--- src/design/bls_pkg.sv ---
// Shared types, constants and command/status bundles for the line scaler.
package bls_pkg;

    localparam int PIX_W         = 16;
    localparam int WID_W         = 13;
    localparam int DIV_W         = WID_W + 1;
    localparam int ADDR_W        = 3;
    localparam int DATA_W        = 32;
    localparam int MAX_WIDTH_DEF = 4096;
    localparam int MAX_OUT_DEF   = 64;

    // Register index codes, decoded from paddr[2].
    localparam logic REG_SRC_WIDTH = 1'b0;
    localparam logic REG_TGT_WIDTH = 1'b1;

    typedef enum logic [2:0] {
        ST_IDLE,
        ST_DIV_STEP,
        ST_DIV_SKIP,
        ST_MAIN,
        ST_TAIL
    } bls_state_t;

    typedef enum logic {
        DIV_SEL_STEP,
        DIV_SEL_SKIP
    } bls_div_sel_t;

    typedef struct packed {
        logic [WID_W-1:0] src_width;
        logic [WID_W-1:0] tgt_width;
        logic             restart;
    } bls_cfg_t;

    typedef struct packed {
        logic         take_px;
        logic         start_div;
        bls_div_sel_t div_sel;
        logic         load_step;
        logic         init_line;
        logic         main_step;
        logic         tail_step;
        logic         finish;
    } bls_cmd_t;

    typedef struct packed {
        logic line_start;
        logic div_done;
        logic upscale;
        logic main_hit;
        logic tail_hit;
        logic out_free;
        logic cap_hit;
    } bls_stat_t;

endpackage

--- src/design/bresenham_line_scaler_unit.sv ---
// Top level of the Bresenham line scaler: register file, controller and datapath.
//
//  channel | direction | handshake          | payload
//  --------+-----------+--------------------+---------------------
//  input   | in        | in_valid/in_ready  | pixel_in
//  output  | out       | out_valid/out_ready| pixel_out, line_end
//  config  | in/out    | APB psel/penable   | paddr, pwdata, prdata
//
// A source pixel is taken in the idle state, then takes one main or tail step per target
// mapped to it, including targets dropped past the per-pixel cap, before it finishes;
// a stalled output holds the target loop. The first pixel of a line adds one division in
// the shared restoring divider, two when upscaling (step, then tail length).
// Reset returns both widths to 1 and starts a new line; any register write also
// restarts the line. The input is taken only when the controller is idle, while a
// finished result may still wait in the output register.
module bresenham_line_scaler_unit #(
    parameter int MAX_WIDTH         = bls_pkg::MAX_WIDTH_DEF,
    parameter int MAX_OUT_PER_PIXEL = bls_pkg::MAX_OUT_DEF
) (
    input  logic                       clk,
    input  logic                       rst_n,
    input  logic                       in_valid,
    output logic                       in_ready,
    input  logic [bls_pkg::PIX_W-1:0]  pixel_in,
    output logic                       out_valid,
    input  logic                       out_ready,
    output logic [bls_pkg::PIX_W-1:0]  pixel_out,
    output logic                       line_end,
    input  logic                       psel,
    input  logic                       penable,
    input  logic                       pwrite,
    input  logic [bls_pkg::ADDR_W-1:0] paddr,
    input  logic [bls_pkg::DATA_W-1:0] pwdata,
    output logic [bls_pkg::DATA_W-1:0] prdata,
    output logic                       pready
);
    import bls_pkg::*;

    bls_cfg_t  cfg;
    bls_cmd_t  cmd;
    bls_stat_t stat;

    bls_cfg u_cfg (
        .clk     (clk),
        .rst_n   (rst_n),
        .psel    (psel),
        .penable (penable),
        .pwrite  (pwrite),
        .paddr   (paddr),
        .pwdata  (pwdata),
        .prdata  (prdata),
        .pready  (pready),
        .cfg     (cfg)
    );

    bls_ctrl u_ctrl (
        .clk      (clk),
        .rst_n    (rst_n),
        .in_valid (in_valid),
        .stat     (stat),
        .in_ready (in_ready),
        .cmd      (cmd)
    );

    bls_dp #(
        .MAX_WIDTH         (MAX_WIDTH),
        .MAX_OUT_PER_PIXEL (MAX_OUT_PER_PIXEL)
    ) u_dp (
        .clk       (clk),
        .rst_n     (rst_n),
        .cfg       (cfg),
        .cmd       (cmd),
        .pixel_in  (pixel_in),
        .out_ready (out_ready),
        .stat      (stat),
        .out_valid (out_valid),
        .pixel_out (pixel_out),
        .line_end  (line_end)
    );

endmodule

--- src/design/bls_cfg.sv ---
// APB register file holding the source and target line widths.
module bls_cfg (
    input  logic                       clk,
    input  logic                       rst_n,
    input  logic                       psel,
    input  logic                       penable,
    input  logic                       pwrite,
    input  logic [bls_pkg::ADDR_W-1:0] paddr,
    input  logic [bls_pkg::DATA_W-1:0] pwdata,
    output logic [bls_pkg::DATA_W-1:0] prdata,
    output logic                       pready,
    output bls_pkg::bls_cfg_t          cfg
);
    import bls_pkg::*;

    logic [WID_W-1:0] src_width_reg;
    logic [WID_W-1:0] tgt_width_reg;
    logic             wr_en;

    assign wr_en  = psel && penable && pwrite;
    assign pready = 1'b1;

    always_ff @(posedge clk or negedge rst_n)
    begin
        if (!rst_n)
        begin
            src_width_reg <= WID_W'(1);
            tgt_width_reg <= WID_W'(1);
        end
        else if (wr_en)
        begin
            if (paddr[2] == REG_SRC_WIDTH)
            begin
                src_width_reg <= pwdata[WID_W-1:0];
            end
            else
            begin
                tgt_width_reg <= pwdata[WID_W-1:0];
            end
        end
    end

    always_comb
    begin
        if (paddr[2] == REG_SRC_WIDTH)
        begin
            prdata = DATA_W'(src_width_reg);
        end
        else
        begin
            prdata = DATA_W'(tgt_width_reg);
        end
    end

    assign cfg.src_width = src_width_reg;
    assign cfg.tgt_width = tgt_width_reg;
    assign cfg.restart   = wr_en;

endmodule

--- src/design/bls_div.sv ---
// Restoring divider, one quotient bit per cycle.
module bls_div (
    input  logic                      clk,
    input  logic                      rst_n,
    input  logic                      start,
    input  logic [bls_pkg::DIV_W-1:0] num,
    input  logic [bls_pkg::DIV_W-1:0] den,
    output logic                      done,
    output logic [bls_pkg::DIV_W-1:0] quo,
    output logic [bls_pkg::DIV_W-1:0] rem
);
    import bls_pkg::*;

    localparam int CNT_W = $clog2(DIV_W + 1);

    logic             busy_reg;
    logic [CNT_W-1:0] cnt_reg;
    logic [DIV_W-1:0] quo_reg;
    logic [DIV_W-1:0] rem_reg;
    logic [DIV_W-1:0] den_reg;
    logic [DIV_W:0]   shifted;
    logic [DIV_W:0]   diff;
    logic             ge;

    assign shifted = {rem_reg, quo_reg[DIV_W-1]};
    assign ge      = shifted >= {1'b0, den_reg};
    assign diff    = shifted - {1'b0, den_reg};
    assign done    = busy_reg && (cnt_reg == '0);
    assign quo     = quo_reg;
    assign rem     = rem_reg;

    always_ff @(posedge clk or negedge rst_n)
    begin
        if (!rst_n)
        begin
            busy_reg <= 1'b0;
            cnt_reg  <= '0;
        end
        else if (start)
        begin
            busy_reg <= 1'b1;
            cnt_reg  <= CNT_W'(DIV_W);
        end
        else if (busy_reg)
        begin
            if (cnt_reg == '0)
            begin
                busy_reg <= 1'b0;
            end
            else
            begin
                cnt_reg <= cnt_reg - CNT_W'(1);
            end
        end
    end

    always_ff @(posedge clk)
    begin
        if (start)
        begin
            quo_reg <= num;
            rem_reg <= '0;
            den_reg <= den;
        end
        else if (busy_reg && (cnt_reg != '0))
        begin
            quo_reg <= {quo_reg[DIV_W-2:0], ge};
            rem_reg <= ge ? diff[DIV_W-1:0] : shifted[DIV_W-1:0];
        end
    end

endmodule

--- src/design/bls_dp.sv ---
// Datapath: line state, Bresenham stepping, divider and output register.
module bls_dp #(
    parameter int MAX_WIDTH         = bls_pkg::MAX_WIDTH_DEF,
    parameter int MAX_OUT_PER_PIXEL = bls_pkg::MAX_OUT_DEF
) (
    input  logic                      clk,
    input  logic                      rst_n,
    input  bls_pkg::bls_cfg_t         cfg,
    input  bls_pkg::bls_cmd_t         cmd,
    input  logic [bls_pkg::PIX_W-1:0] pixel_in,
    input  logic                      out_ready,
    output bls_pkg::bls_stat_t        stat,
    output logic                      out_valid,
    output logic [bls_pkg::PIX_W-1:0] pixel_out,
    output logic                      line_end
);
    import bls_pkg::*;

    localparam int               WID_MAX = (1 << WID_W) - 1;
    localparam logic [WID_W-1:0] MAX_W   =
        WID_W'((MAX_WIDTH > WID_MAX) ? WID_MAX : MAX_WIDTH);
    localparam int               N_W     = $clog2(MAX_OUT_PER_PIXEL + 1);
    localparam logic [N_W-1:0]   N_CAP   = N_W'(MAX_OUT_PER_PIXEL);

    logic [WID_W-1:0] in_index_reg;
    logic [WID_W-1:0] mapped_reg;
    logic [WID_W-1:0] err_reg;
    logic [WID_W-1:0] step_whole_reg;
    logic [WID_W-1:0] step_frac_reg;
    logic [WID_W-1:0] targets_left_reg;
    logic [WID_W-1:0] tail_reg;
    logic [PIX_W-1:0] px_reg;
    logic [N_W-1:0]   n_reg;
    logic             out_valid_reg;
    logic [PIX_W-1:0] pixel_out_reg;
    logic             line_end_reg;

    logic [WID_W-1:0] src;
    logic [WID_W-1:0] tgt;
    logic [DIV_W-1:0] div_num;
    logic [DIV_W-1:0] div_den;
    logic             div_done;
    logic [DIV_W-1:0] div_quo;
    logic [DIV_W-1:0] div_rem;
    logic [WID_W-1:0] skip;
    logic [WID_W-1:0] tl_init;
    logic [WID_W-1:0] mapped_sum;
    logic [WID_W-1:0] err_sum;
    logic [WID_W-1:0] mapped_next;
    logic [WID_W-1:0] err_next;
    logic [WID_W-1:0] src_last;
    logic [WID_W-1:0] sat;
    logic [WID_W-1:0] in_index_inc;
    logic             cap_hit;
    logic             write_out;
    logic             end_flag;

    function automatic logic [WID_W-1:0] eff_width(input logic [WID_W-1:0] w);
        logic [WID_W-1:0] r;
        if (w == '0)
        begin
            r = WID_W'(1);
        end
        else if (w > MAX_W)
        begin
            r = MAX_W;
        end
        else
        begin
            r = w;
        end
        return r;
    endfunction

    assign src = eff_width(cfg.src_width);
    assign tgt = eff_width(cfg.tgt_width);

    always_comb
    begin
        unique case (cmd.div_sel)
            DIV_SEL_STEP:
            begin
                div_num = {1'b0, src};
                div_den = {1'b0, tgt};
            end
            DIV_SEL_SKIP:
            begin
                div_num = {1'b0, tgt};
                div_den = {src, 1'b0};
            end
            default:
            begin
                div_num = {1'b0, src};
                div_den = {1'b0, tgt};
            end
        endcase
    end

    bls_div u_div (
        .clk   (clk),
        .rst_n (rst_n),
        .start (cmd.start_div),
        .num   (div_num),
        .den   (div_den),
        .done  (div_done),
        .quo   (div_quo),
        .rem   (div_rem)
    );

    // The skip quotient is only live in the second division, which runs for upscaling only.
    assign skip    = (tgt >= src) ? (div_quo[WID_W-1:0] + WID_W'(1)) : '0;
    assign tl_init = (skip <= tgt) ? (tgt - skip) : '0;

    assign mapped_sum = mapped_reg + step_whole_reg;
    assign err_sum    = err_reg + step_frac_reg;
    always_comb
    begin
        if (err_sum >= tgt)
        begin
            err_next    = err_sum - tgt;
            mapped_next = mapped_sum + WID_W'(1);
        end
        else
        begin
            err_next    = err_sum;
            mapped_next = mapped_sum;
        end
    end

    assign src_last     = src - WID_W'(1);
    assign sat          = (mapped_reg > src_last) ? src_last : mapped_reg;
    assign in_index_inc = in_index_reg + WID_W'(1);

    assign cap_hit   = (n_reg == N_CAP);
    assign write_out = (cmd.main_step || cmd.tail_step) && !cap_hit;
    assign end_flag  = cmd.tail_step ? (tail_reg == WID_W'(1))
                                     : ((targets_left_reg == WID_W'(1)) && (tail_reg == '0));

    always_ff @(posedge clk or negedge rst_n)
    begin
        if (!rst_n)
        begin
            in_index_reg     <= '0;
            mapped_reg       <= '0;
            err_reg          <= '0;
            step_whole_reg   <= '0;
            step_frac_reg    <= '0;
            targets_left_reg <= '0;
            tail_reg         <= '0;
            n_reg            <= '0;
            out_valid_reg    <= 1'b0;
        end
        else
        begin
            if (cfg.restart)
            begin
                in_index_reg <= '0;
            end
            else if (cmd.finish)
            begin
                in_index_reg <= (in_index_inc >= src) ? '0 : in_index_inc;
            end

            if (cmd.load_step)
            begin
                step_whole_reg <= div_quo[WID_W-1:0];
                step_frac_reg  <= div_rem[WID_W-1:0];
            end

            if (cmd.init_line)
            begin
                targets_left_reg <= tl_init;
                tail_reg         <= skip;
                mapped_reg       <= '0;
                err_reg          <= '0;
            end
            else if (cmd.main_step)
            begin
                targets_left_reg <= targets_left_reg - WID_W'(1);
                mapped_reg       <= mapped_next;
                err_reg          <= err_next;
            end
            else if (cmd.tail_step)
            begin
                tail_reg <= tail_reg - WID_W'(1);
            end

            if (cmd.take_px)
            begin
                n_reg <= '0;
            end
            else if (write_out)
            begin
                n_reg <= n_reg + N_W'(1);
            end

            if (write_out)
            begin
                out_valid_reg <= 1'b1;
            end
            else if (out_ready)
            begin
                out_valid_reg <= 1'b0;
            end
        end
    end

    always_ff @(posedge clk)
    begin
        if (cmd.take_px)
        begin
            px_reg <= pixel_in;
        end
        if (write_out)
        begin
            pixel_out_reg <= px_reg;
            line_end_reg  <= end_flag;
        end
    end

    assign out_valid = out_valid_reg;
    assign pixel_out = pixel_out_reg;
    assign line_end  = line_end_reg;

    assign stat.line_start = (in_index_reg == '0);
    assign stat.div_done   = div_done;
    assign stat.upscale    = (tgt >= src);
    assign stat.main_hit   = (targets_left_reg != '0) && (mapped_reg == in_index_reg);
    assign stat.tail_hit   = (targets_left_reg == '0) && (sat == in_index_reg)
                             && (tail_reg != '0);
    assign stat.out_free   = !out_valid_reg || out_ready;
    assign stat.cap_hit    = cap_hit;

endmodule

--- src/design/bls_ctrl.sv ---
// Controller state machine sequencing line setup and target emission.
module bls_ctrl (
    input  logic               clk,
    input  logic               rst_n,
    input  logic               in_valid,
    input  bls_pkg::bls_stat_t stat,
    output logic               in_ready,
    output bls_pkg::bls_cmd_t  cmd
);
    import bls_pkg::*;

    bls_state_t state_reg;
    bls_state_t state_next;

    always_ff @(posedge clk or negedge rst_n)
    begin
        if (!rst_n)
        begin
            state_reg <= ST_IDLE;
        end
        else
        begin
            state_reg <= state_next;
        end
    end

    always_comb
    begin
        state_next = state_reg;
        cmd        = '0;
        cmd.div_sel = DIV_SEL_STEP;
        in_ready   = 1'b0;
        unique case (state_reg)
            ST_IDLE:
            begin
                in_ready = 1'b1;
                if (in_valid)
                begin
                    cmd.take_px = 1'b1;
                    if (stat.line_start)
                    begin
                        cmd.start_div = 1'b1;
                        state_next    = ST_DIV_STEP;
                    end
                    else
                    begin
                        state_next = ST_MAIN;
                    end
                end
            end
            ST_DIV_STEP:
            begin
                if (stat.div_done)
                begin
                    cmd.load_step = 1'b1;
                    if (stat.upscale)
                    begin
                        cmd.start_div = 1'b1;
                        cmd.div_sel   = DIV_SEL_SKIP;
                        state_next    = ST_DIV_SKIP;
                    end
                    else
                    begin
                        cmd.init_line = 1'b1;
                        state_next    = ST_MAIN;
                    end
                end
            end
            ST_DIV_SKIP:
            begin
                cmd.div_sel = DIV_SEL_SKIP;
                if (stat.div_done)
                begin
                    cmd.init_line = 1'b1;
                    state_next    = ST_MAIN;
                end
            end
            ST_MAIN:
            begin
                // Requests past the per-pixel cap are stepped without waiting on the output.
                if (stat.main_hit)
                begin
                    cmd.main_step = stat.out_free || stat.cap_hit;
                end
                else
                begin
                    state_next = ST_TAIL;
                end
            end
            ST_TAIL:
            begin
                if (stat.tail_hit)
                begin
                    cmd.tail_step = stat.out_free || stat.cap_hit;
                end
                else
                begin
                    cmd.finish = 1'b1;
                    state_next = ST_IDLE;
                end
            end
            default:
            begin
                state_next = ST_IDLE;
            end
        endcase
    end

endmodule

--- config.mk ---
export PLATFORM = sky130hd
export DESIGN_NAME = bresenham_line_scaler_unit
export DESIGN_NICKNAME = d
export VERILOG_FILES = /design/src/design/bls_pkg.sv /design/src/design/bresenham_line_scaler_unit.sv /design/src/design/bls_cfg.sv /design/src/design/bls_div.sv /design/src/design/bls_dp.sv /design/src/design/bls_ctrl.sv
export SDC_FILE = /design/constraint.sdc
export NUM_CORES = 1
export LEC_CHECK = 0
export ABC_AREA = 1
export BUFFER_PORTS_ARGS = -buffer_cell sky130_fd_sc_hd__buf_2
export CELL_PAD_IN_SITES_DETAIL_PLACEMENT = 0
export CELL_PAD_IN_SITES_GLOBAL_PLACEMENT = 1
export CORE_AREA = 2 2 188 190
export DETAILED_ROUTE_END_ITERATION = 8
export DIE_AREA = 0 0 190 192
export GPL_ROUTABILITY_DRIVEN = 0
export HOLD_SLACK_MARGIN = 0.1
export PLACE_DENSITY_LB_ADDON = 0.1
export SKIP_LAST_GASP = 1
export SLEW_MARGIN = 30
export SYNTH_ARGS = -nofsm -noshare
export SYNTH_HDL_FRONTEND = slang
export SYNTH_HIERARCHICAL = 1
export SYNTH_SLANG_ARGS = --single-unit
--- constraint.sdc ---
create_clock -name clk -period 7.8 [get_ports clk]
set_clock_uncertainty 0.2 [all_clocks]
set_input_delay 0.39 -clock clk [delete_from_list [all_inputs] [get_ports clk]]
set_output_delay 0.39 -clock clk [all_outputs]
set_load 0.1 [all_outputs]
* Word level (Yosys, flattened, before mapping) *
Cells that the tools add are included.

storage, ports and cells
  input bits = 58
  output and inout port bits = 52
  register bits after elaboration = 208
  word-level logic and storage cells = 158

operators by class
  $lt $le $gt $ge = 8
  reductions and logical operators = 36
  bitwise logic cells = 2
  add/sub/neg operators = 13
  equal/unequal tests = 16
  muxes and demuxes = 63

operator list
  operator                 count
  $mux W13                 22
  $logic_not A13 Y1        5
  $pmux W14 S2             2
  $mux W14                 3
  $add A13 B1 Y13 const B  3
  $ge A13 B13 Y1           3
  $sub A13 B1 Y13 const B  3
  $add A13 B13 Y13         2
  $eq A13 B1 Y1 const B    2
  $eq A13 B13 Y1           2
  $gt A13 B13 Y1 const B   2
  $reduce_bool A13 Y1      2
  $sub A13 B13 Y13         2
  $mux W1                  17
  $mux W4                  4
  $ge A15 B14 Y1           1
  $mux W3                  5
  $pmux W3 S5              1
  $mux W7                  2
  $reduce_bool A2 Y1       7
  $sub A14 B14 Y14         1
  $gt A13 B13 Y1           1
  $le A13 B13 Y1           1
  $ne A2 B2 Y1 const B     5
  18 further kinds         40

* Longest topological paths before layout *
Gate-level depths: netlist of run 1.

  depth after elaboration = 15
  gate-level depth with buffers = 40
  mapped depth without buffers = 39

* By module *
The synthesis of run 1 kept the hierarchy.

modules (own cells, without submodules)
  module    cells each  instances  area an instance (um^2)
  bls_dp    1463        1          10760.3
  bls_div   375         1          2909.0
  bls_cfg   181         1          1393.8
  bls_ctrl  51          1          297.8

* Least setup slack after synthesis of run 1 *
OpenSTA, ideal clock, no wires.

  path type = register -> register
  start point = reg u_cfg.src_width_reg[0]
  end point = reg u_dp.tail_reg[9]
  arrival time = 4.502 ns
  setup slack = 2.961 ns
  data required time = 7.463 ns
  setup time = 0.137 ns
  stages on the path, launching flop included = 39
  path through = dfstp_2 nor2_1 nand2_1 nor2_1 nand2_1 nand2_2 inv_1 ha_1 nand2_1 inv_1 nand3_1 o21ai_1 nand2_1 ha_1 nand2_1 nand2_1 nand2_1 nand2_1 (+3 left out) buf_2 nand2_1 nand3_1 nand2_1 nor2_1 nand4_1 nor2_1 nand3_1 nor2_1 nand3_1 nor2_1 inv_1 nor2_1 inv_1 nor2_1 inv_1 o32ai_1 a21oi_1

RTL lines
  what                    line           RTL
  start, declared         bls_cfg.sv:16  logic [WID_W-1:0] src_width_reg;
  start signal, assigned  bls_cfg.sv:34  src_width_reg <= pwdata[WID_W-1:0];
  end signal, assigned    bls_dp.sv:173  tail_reg <= skip;
  end signal, assigned    bls_dp.sv:185  tail_reg <= tail_reg - WID_W'(1);
  end, declared           bls_dp.sv:31   logic [WID_W-1:0] tail_reg;

==> results of run 1 <==
==> final cells by class <==
| type | instances | area [sq um] | area share |
|---|---|---|---|
| Clock buffer | 29 | 641 | 0.0373 |
| Tap cell | 455 | 569 | 0.0332 |
| Timing Repair Buffer | 109 | 734 | 0.0428 |
| Sequential cell | 208 | 5440 | 0.317 |
| Clock inverter | 17 | 190 | 0.0111 |
| Inverter | 250 | 938 | 0.0546 |
| Multi-Input combinational cell | 1564 | 8660 | 0.504 |
==> cells by family after synthesis <==
group / count (synthesis) / synth area share
mux: 22 / 0.0159
fa+ha+maj: 121 / 0.101
xor+xnor: 75 / 0.0433
other cells: 3 / 0.000733
simple gates: 1040 / 0.291
compound gates: 285 / 0.107
flops: 208 / 0.354
buf+inv: 316 / 0.0876
==> metal layers <==
layer / up-vias / part of all wire / GRT usage
li1: 6981 / - / -
met1: 6363 / 0.48 / 0.346
met2: 302 / 0.45 / 0.392
met3: 53 / 0.051 / 0.0291
met4: 0 / 0.019 / 0.0552
met5: - / 0 / 0
==> power by group <==
part | switching, mW | internal (mW) | total, mW
clock | 0.482 | 0.719 | 1.20
combinational | 2.91 | 1.55 | 4.46
sequential | 0.377 | 1.52 | 1.89
==> through the flow <==
step            util  hold slack, ps
6_report       0.501             120
5_1_grt        0.501             139
4_1_cts        0.501             109
3_5_place_dp   0.467             205
3_3_place_gp   0.467             201
2_1_floorplan      -            -106
==> timing repair <==
item                                   in CTS  in global routing
setup endpoints to repair                   0                  0
hold buffers                               32                  0
endpoints found under the hold margin     125                  0
==> cells in the mapped netlist (26+ instances only) <==
cell	count	area share
inv_1	240	0.059
o21ai_0	100	0.033
dfrtp_1	131	0.21
edfxtp_1	61	0.12
ha_1	116	0.094
a21oi_1	97	0.032
nor2_1	160	0.039
xnor2_1	26	0.015
nand4_1	30	0.012
nand3_1	163	0.053
xor2_1	48	0.027
nand2_1	602	0.15
==> layout by cell type, fill, tap and decap left out, drive strengths merged, types with 19 or more instances in the layout <==
master / synthesis / layout
dlygate4sd3: 0 / 32
conb: 3 / 21
inv: 248 / 249
nand4: 32 / 32
mux2: 19 / 19
clkbuf: 24 / 29
nor2: 174 / 174
nor3: 20 / 20
edfxtp: 61 / 61
o21ai: 111 / 111
a21oi: 98 / 98
ha: 116 / 116
xor2: 49 / 49
buf: 42 / 77
dfrtp: 131 / 131
nand2: 619 / 619
xnor2: 26 / 26
nand3: 166 / 166
==> worst max-delay path by stage <==
stage,end,depth (start not counted)
floorplan,u_dp/tail_reg[9]$_DFFE_PN0P_,38
global placement,u_dp/tail_reg[9]$_DFFE_PN0P_,35
detailed placement,u_dp/tail_reg[9]$_DFFE_PN0P_,35
CTS,u_dp/tail_reg[9]$_DFFE_PN0P_,35
global route,u_dp/tail_reg[9]$_DFFE_PN0P_,35
finish,u_dp/tail_reg[9]$_DFFE_PN0P_,33
==> critical path, delay by kind of cell, from the launching register on <==
kind            cells  cell delay (ps)
compound gates      3              560
flops               1              590
simple gates       21             3590
fa+ha+maj           2              490
buf+inv             7             1280
==> impl_metrics.yaml, run 1 <==
outcome:
  status: "finished, final reports clean"
pwr:
  cellPowerDensity_mw_per_mm2: 440
  fin_total_pwr_mw: 7.55
  ir_drop_mv: 0.178
  power_leakage_nw: 8.73
critical_path:
  r2r_slack_ps: 970
  crit_fanout: 15
  r2r_start: "u_cfg/src_width_reg[12]$_DFFE_PN0P_"
  startpoint_type: "flop"
  cp-startpoint: "u_cfg/src_width_reg[12]$_DFFE_PN0P_"
  r2r-end: "u_dp/tail_reg[9]$_DFFE_PN0P_"
  worstSetupPathType: "reg2reg"
  r2r_cells: 33
  slowest_delay_ps: 590
  cp.required_ps: 8010
  arrival_ps: 7040
  endpoint_kind: "flop"
  slowest_stage: "dfrtp_1"
clock_tree:
  htreeDepth: 1
  cts_tree: "yes"
  numCtsBuffers: 25
  cts.sinks: 208
  cts_max_path_buffers: 3
  cts_resized: 0
  clock-root-buffer: "clkbuf_16"
  cts_setup_buffers: 0
  clk_pin_slew_ps: 60
  worst_skew_pair.late_latency_ps: 540
final_layout:
  fillers: 3401
  layout.cells.non_filler: 2632
  synthToLayoutAreaGrowth_pct: 11.8
  final_cell_area_sq_mm: 0.0172
  diodes: 0
  drive_gt1_frac: 0.0896
  fin_nets: 2337
grt:
  grt-ovfl-total: 0
  grt_pass1_vias: 12900
  antenna_found_initial: 0
  grt_pass1_wl_microns: 69700
  grtUsageTotal: 0.242
  grt_max_degree: 84
placed_design:
  placed_cells: 2554
  portBuffers: 68
  dp_slack_ps: 1140
  dpl_cell_area_sq_mm: 0.0160
  place_hpwl_microns: 33500
floorplan:
  die_h_microns: 192
  die_w_microns: 190
  num_io_pins: 110
  row_count: 68
  die_area_sq_mm: 0.0365
  initial_core_util: 0.448
  design.core.area_sq_mm: 0.0343
yosys:
  ys_ff_latch: 208
  postSynth.asyncResetShare: 0.639
  ys_seq_area_frac: 0.354
  synth_top_flop_cell: "dfrtp_1"
  synth_cells: 2070
  avgSynthCellArea_sq_um: 7.42
  ys_types: 63
  yosysWarnings: 6
  synth_edf_count: 61
  syn-cell-area_sq_mm: 0.0154
detailed_routing:
  vias: 13700
  drc_errors: 0
  firstDrtPassIters: 7
  viasPerCell: 5.20
  avgRoutedWirePerCell_microns: 16.7
  ant_nets: 0
  drt_iter0_markers: 858
  wirelength_microns: 43900
hold_path:
  hold_path.class: "in2reg"
  min_from: "pwrite"
  hold_path_end: "u_cfg/tgt_width_reg[0]$_DFFE_PN1P_"
  worstHoldPathCells: 5
sta:
  tightestPinTransition_ps: 1070
  maxClockFrequency_ghz: 0.146
  setup_viol: 0
  min_period_ps: 6830
  finalHoldViolCount: 0
  finalCritPeriodShare: 0.875
  maxSlewHeadroom: 0.282
  slew_violations: 0
  rsz0062_at_grt: "false"
  setup_tns_ps: 0
  finalWorstSetupSlack_ps: 973
run:
  maxCapViolations: 0
Power figures use the tool's default switching activity.
==> inputs of run 2 (changes only) <==
--- a/config.mk
+++ b/config.mk
@@ -10,11 +10,13 @@
 export CELL_PAD_IN_SITES_DETAIL_PLACEMENT = 0
 export CELL_PAD_IN_SITES_GLOBAL_PLACEMENT = 1
 export CORE_AREA = 2 2 188 190
+export CTS_CLUSTER_DIAMETER = 120
 export DETAILED_ROUTE_END_ITERATION = 8
 export DIE_AREA = 0 0 190 192
 export GPL_ROUTABILITY_DRIVEN = 0
 export HOLD_SLACK_MARGIN = 0.1
 export PLACE_DENSITY_LB_ADDON = 0.1
+export RECOVER_POWER = 25
 export SKIP_LAST_GASP = 1
 export SLEW_MARGIN = 30
 export SYNTH_ARGS = -nofsm -noshare
==> run 2 against run 1 <==
  * The flow now finishes with violations (max-capacitance violations, max-slew violations)
  * Final cell count up 0.15%
  * Sequential power about the same
  * Total power up 0.37%
  * First-iteration DRC count down 12%
  * Sequential share of layout area down 0.11 points
  * Sequential cell count unchanged
  * Combinational power about the same
  * Non-clock buffer count up 4
  * Via count down 0.15%
  * Critical path depth up 2
  * Setup slack better by 74 ps
  * Core utilization up 0.18 points
==> impl_metrics.yaml, run 2 (synthesis results as in run 1) <==
run:
  maxCapViolations: 2
critical_path:
  cp.required_ps: 8020
  cpMostUsedCell: "nand2_1"
  worstSetupPathType: "reg2reg"
  r2r_slack_ps: 1050
  startpoint_type: "flop"
  endpoint_kind: "flop"
  r2r-end: "u_dp/tail_reg[9]$_DFFE_PN0P_"
  r2r_cells: 35
  slowest_delay_ps: 580
  r2r_start: "u_cfg/src_width_reg[12]$_DFFE_PN0P_"
  crit_end: "u_dp/tail_reg[9]$_DFFE_PN0P_"
  arrival_ps: 6970
  crit_fanout: 15
  cp-startpoint: "u_cfg/src_width_reg[12]$_DFFE_PN0P_"
  slowest_stage: "dfrtp_1"
floorplan:
  design.core.area_sq_mm: 0.0343
  row_count: 68
  die_h_microns: 192
  initial_core_util: 0.448
  num_io_pins: 110
  die_area_sq_mm: 0.0365
  die_w_microns: 190
detailed_routing:
  wirelength_microns: 43600
  avgRoutedWirePerCell_microns: 16.5
  vias: 13700
  drt_iter0_markers: 759
  highest_layer: "met4"
  wl_met2_microns: 19600
  wl_met1_microns: 20700
  routed-wl-met3_microns: 2340
  drc_errors: 0
  firstDrtPassIters: 5
  viasPerCell: 5.19
  ant_nets: 0
grt:
  grt-ovfl-total: 0
  grt_max_degree: 84
  antenna_found_initial: 0
  grt_pass1_vias: 12900
  grtUsageTotal: 0.242
  grt_pass1_wl_microns: 69700
sta:
  maxSlewHeadroom: -1.45
  setup_viol: 0
  slew_violations: 94
  min_period_ps: 6750
  rsz0062_at_grt: "false"
  setup_tns_ps: 0
  tightestPinTransition_ps: 3670
  finalCritPeriodShare: 0.866
  finalWorstSetupSlack_ps: 1050
  finalHoldViolCount: 0
  maxClockFrequency_ghz: 0.148
pwr:
  intPower_mw: 3.82
  switching_power_mw: 3.76
  p_seq_frac: 0.249
  power_leakage_nw: 8.75
  ir_drop_mv: 0.225
  fin_total_pwr_mw: 7.58
  swShare: 0.496
  p_comb_frac: 0.587
  pwr-share-clk: 0.164
  cellPowerDensity_mw_per_mm2: 440
final_layout:
  drive_gt1_frac: 0.0880
  final_common_cell: "nand2_1"
  mostFrequentLayoutCells: "602 x nand2_1, 240 x inv_1, 163 x nand3_1, 158 x nor2_1, 131 x dfrtp_1"
  fillers: 3396
  synthToLayoutAreaGrowth_pct: 12.2
  diodes: 0
  fin_nets: 2341
  layout.cells.non_filler: 2636
placed_design:
  placed_cells: 2554
  place_hpwl_microns: 33500
  portBuffers: 68
  dp_slack_ps: 1140
clock_tree:
  htreeDepth: 1
  numCtsBuffers: 25
  worst_skew_pair.late_latency_ps: 550
  cts_tree: "yes"
  clk_pin_slew_ps: 60
  cts.sinks: 208
  clock-root-buffer: "clkbuf_16"
  cts_resized: 0
  cts_max_path_buffers: 3
outcome:
  violations: "max-capacitance violations, max-slew violations"
  status: "finished with violations"
hold_path:
  hold_path.class: "in2reg"
run 2: changes by cell type in the layout (fill, tap and decap cells not counted), sizes merged:
cell         change
buf              -3
clkinvlp         -1
dlygate4sd3      +3
clkbuf           +7
clkinv           -2
run 2: worst min-delay path by stage:
stage,from,to,depth (start not counted)
after floorplan,rst_n,u_cfg/src_width_reg[10]$_DFFE_PN0P_,0
after global placement,u_dp/px_reg[9]$_DFFE_PP_,u_dp/pixel_out[9]$_DFFE_PP_,0
after detailed placement,u_dp/px_reg[5]$_DFFE_PP_,u_dp/pixel_out[5]$_DFFE_PP_,0
after CTS,paddr[2],u_cfg/tgt_width_reg[10]$_DFFE_PN0P_,3
after global routing,paddr[2],u_cfg/tgt_width_reg[9]$_DFFE_PN0P_,3
final,paddr[2],u_cfg/tgt_width_reg[10]$_DFFE_PN0P_,3
run 2: layer usage:
| layer | track usage | vias up |
|---|---|---|
| met2 | 0.392 | 318 |
| li1 | - | 6977 |
| met5 | 0 | - |
| met1 | 0.348 | 6330 |
| met4 | 0.0552 | 0 |
| met3 | 0.0248 | 53 |
run 2: cell type report:
cell class / instances / area (sq um) / area share
Clock buffer: 32 / 682 / 0.0396
Clock inverter: 14 / 193 / 0.0112
Inverter: 250 / 938 / 0.0545
Multi-Input combinational cell: 1564 / 8650 / 0.502
Sequential cell: 208 / 5440 / 0.316
Tap cell: 455 / 569 / 0.0330
Timing Repair Buffer: 113 / 758 / 0.0440
run 2: through the flow:
step | hold slack [ps] | instance area [sq um] | utilization
after CTS | 129 | 17200 | 0.503
after detailed placement | 205 | 16000 | 0.467
final | 145 | 17200 | 0.503
after global placement | 201 | 16000 | 0.467
after floorplan | -106 | 15400 | -
after global routing | 168 | 17200 | 0.503
run 2: power groups by stage:
| stage | Combinational (mW) | Sequential [mW] | Clock [mW] |
|---|---|---|---|
| after floorplan | 3.52 | 1.75 | 0 |
| after global placement | 4.36 | 1.90 | 0 |
| after detailed placement | 4.40 | 1.90 | 0 |
| after CTS | 4.44 | 1.89 | 1.27 |
| after global routing | 5.06 | 1.94 | 1.32 |
| final | 4.45 | 1.89 | 1.24 |
run 2: critical path: cells and delay by family, from the launching register on:
family | cells | cell delay, ps
adders and majority gates | 2 | 480
buffers and inverters | 7 | 1250
AOI/OAI and AO/OA | 3 | 550
DFF | 1 | 580
and+or+nand+nor | 23 | 3530
run 2: timing repair:
| action | 4_1_cts | 5_1_grt |
|---|---|---|
| setup buffers | 0 | 0 |
| hold buffers | 34 | 1 |
| hold endpoints to repair | 125 | 8 |
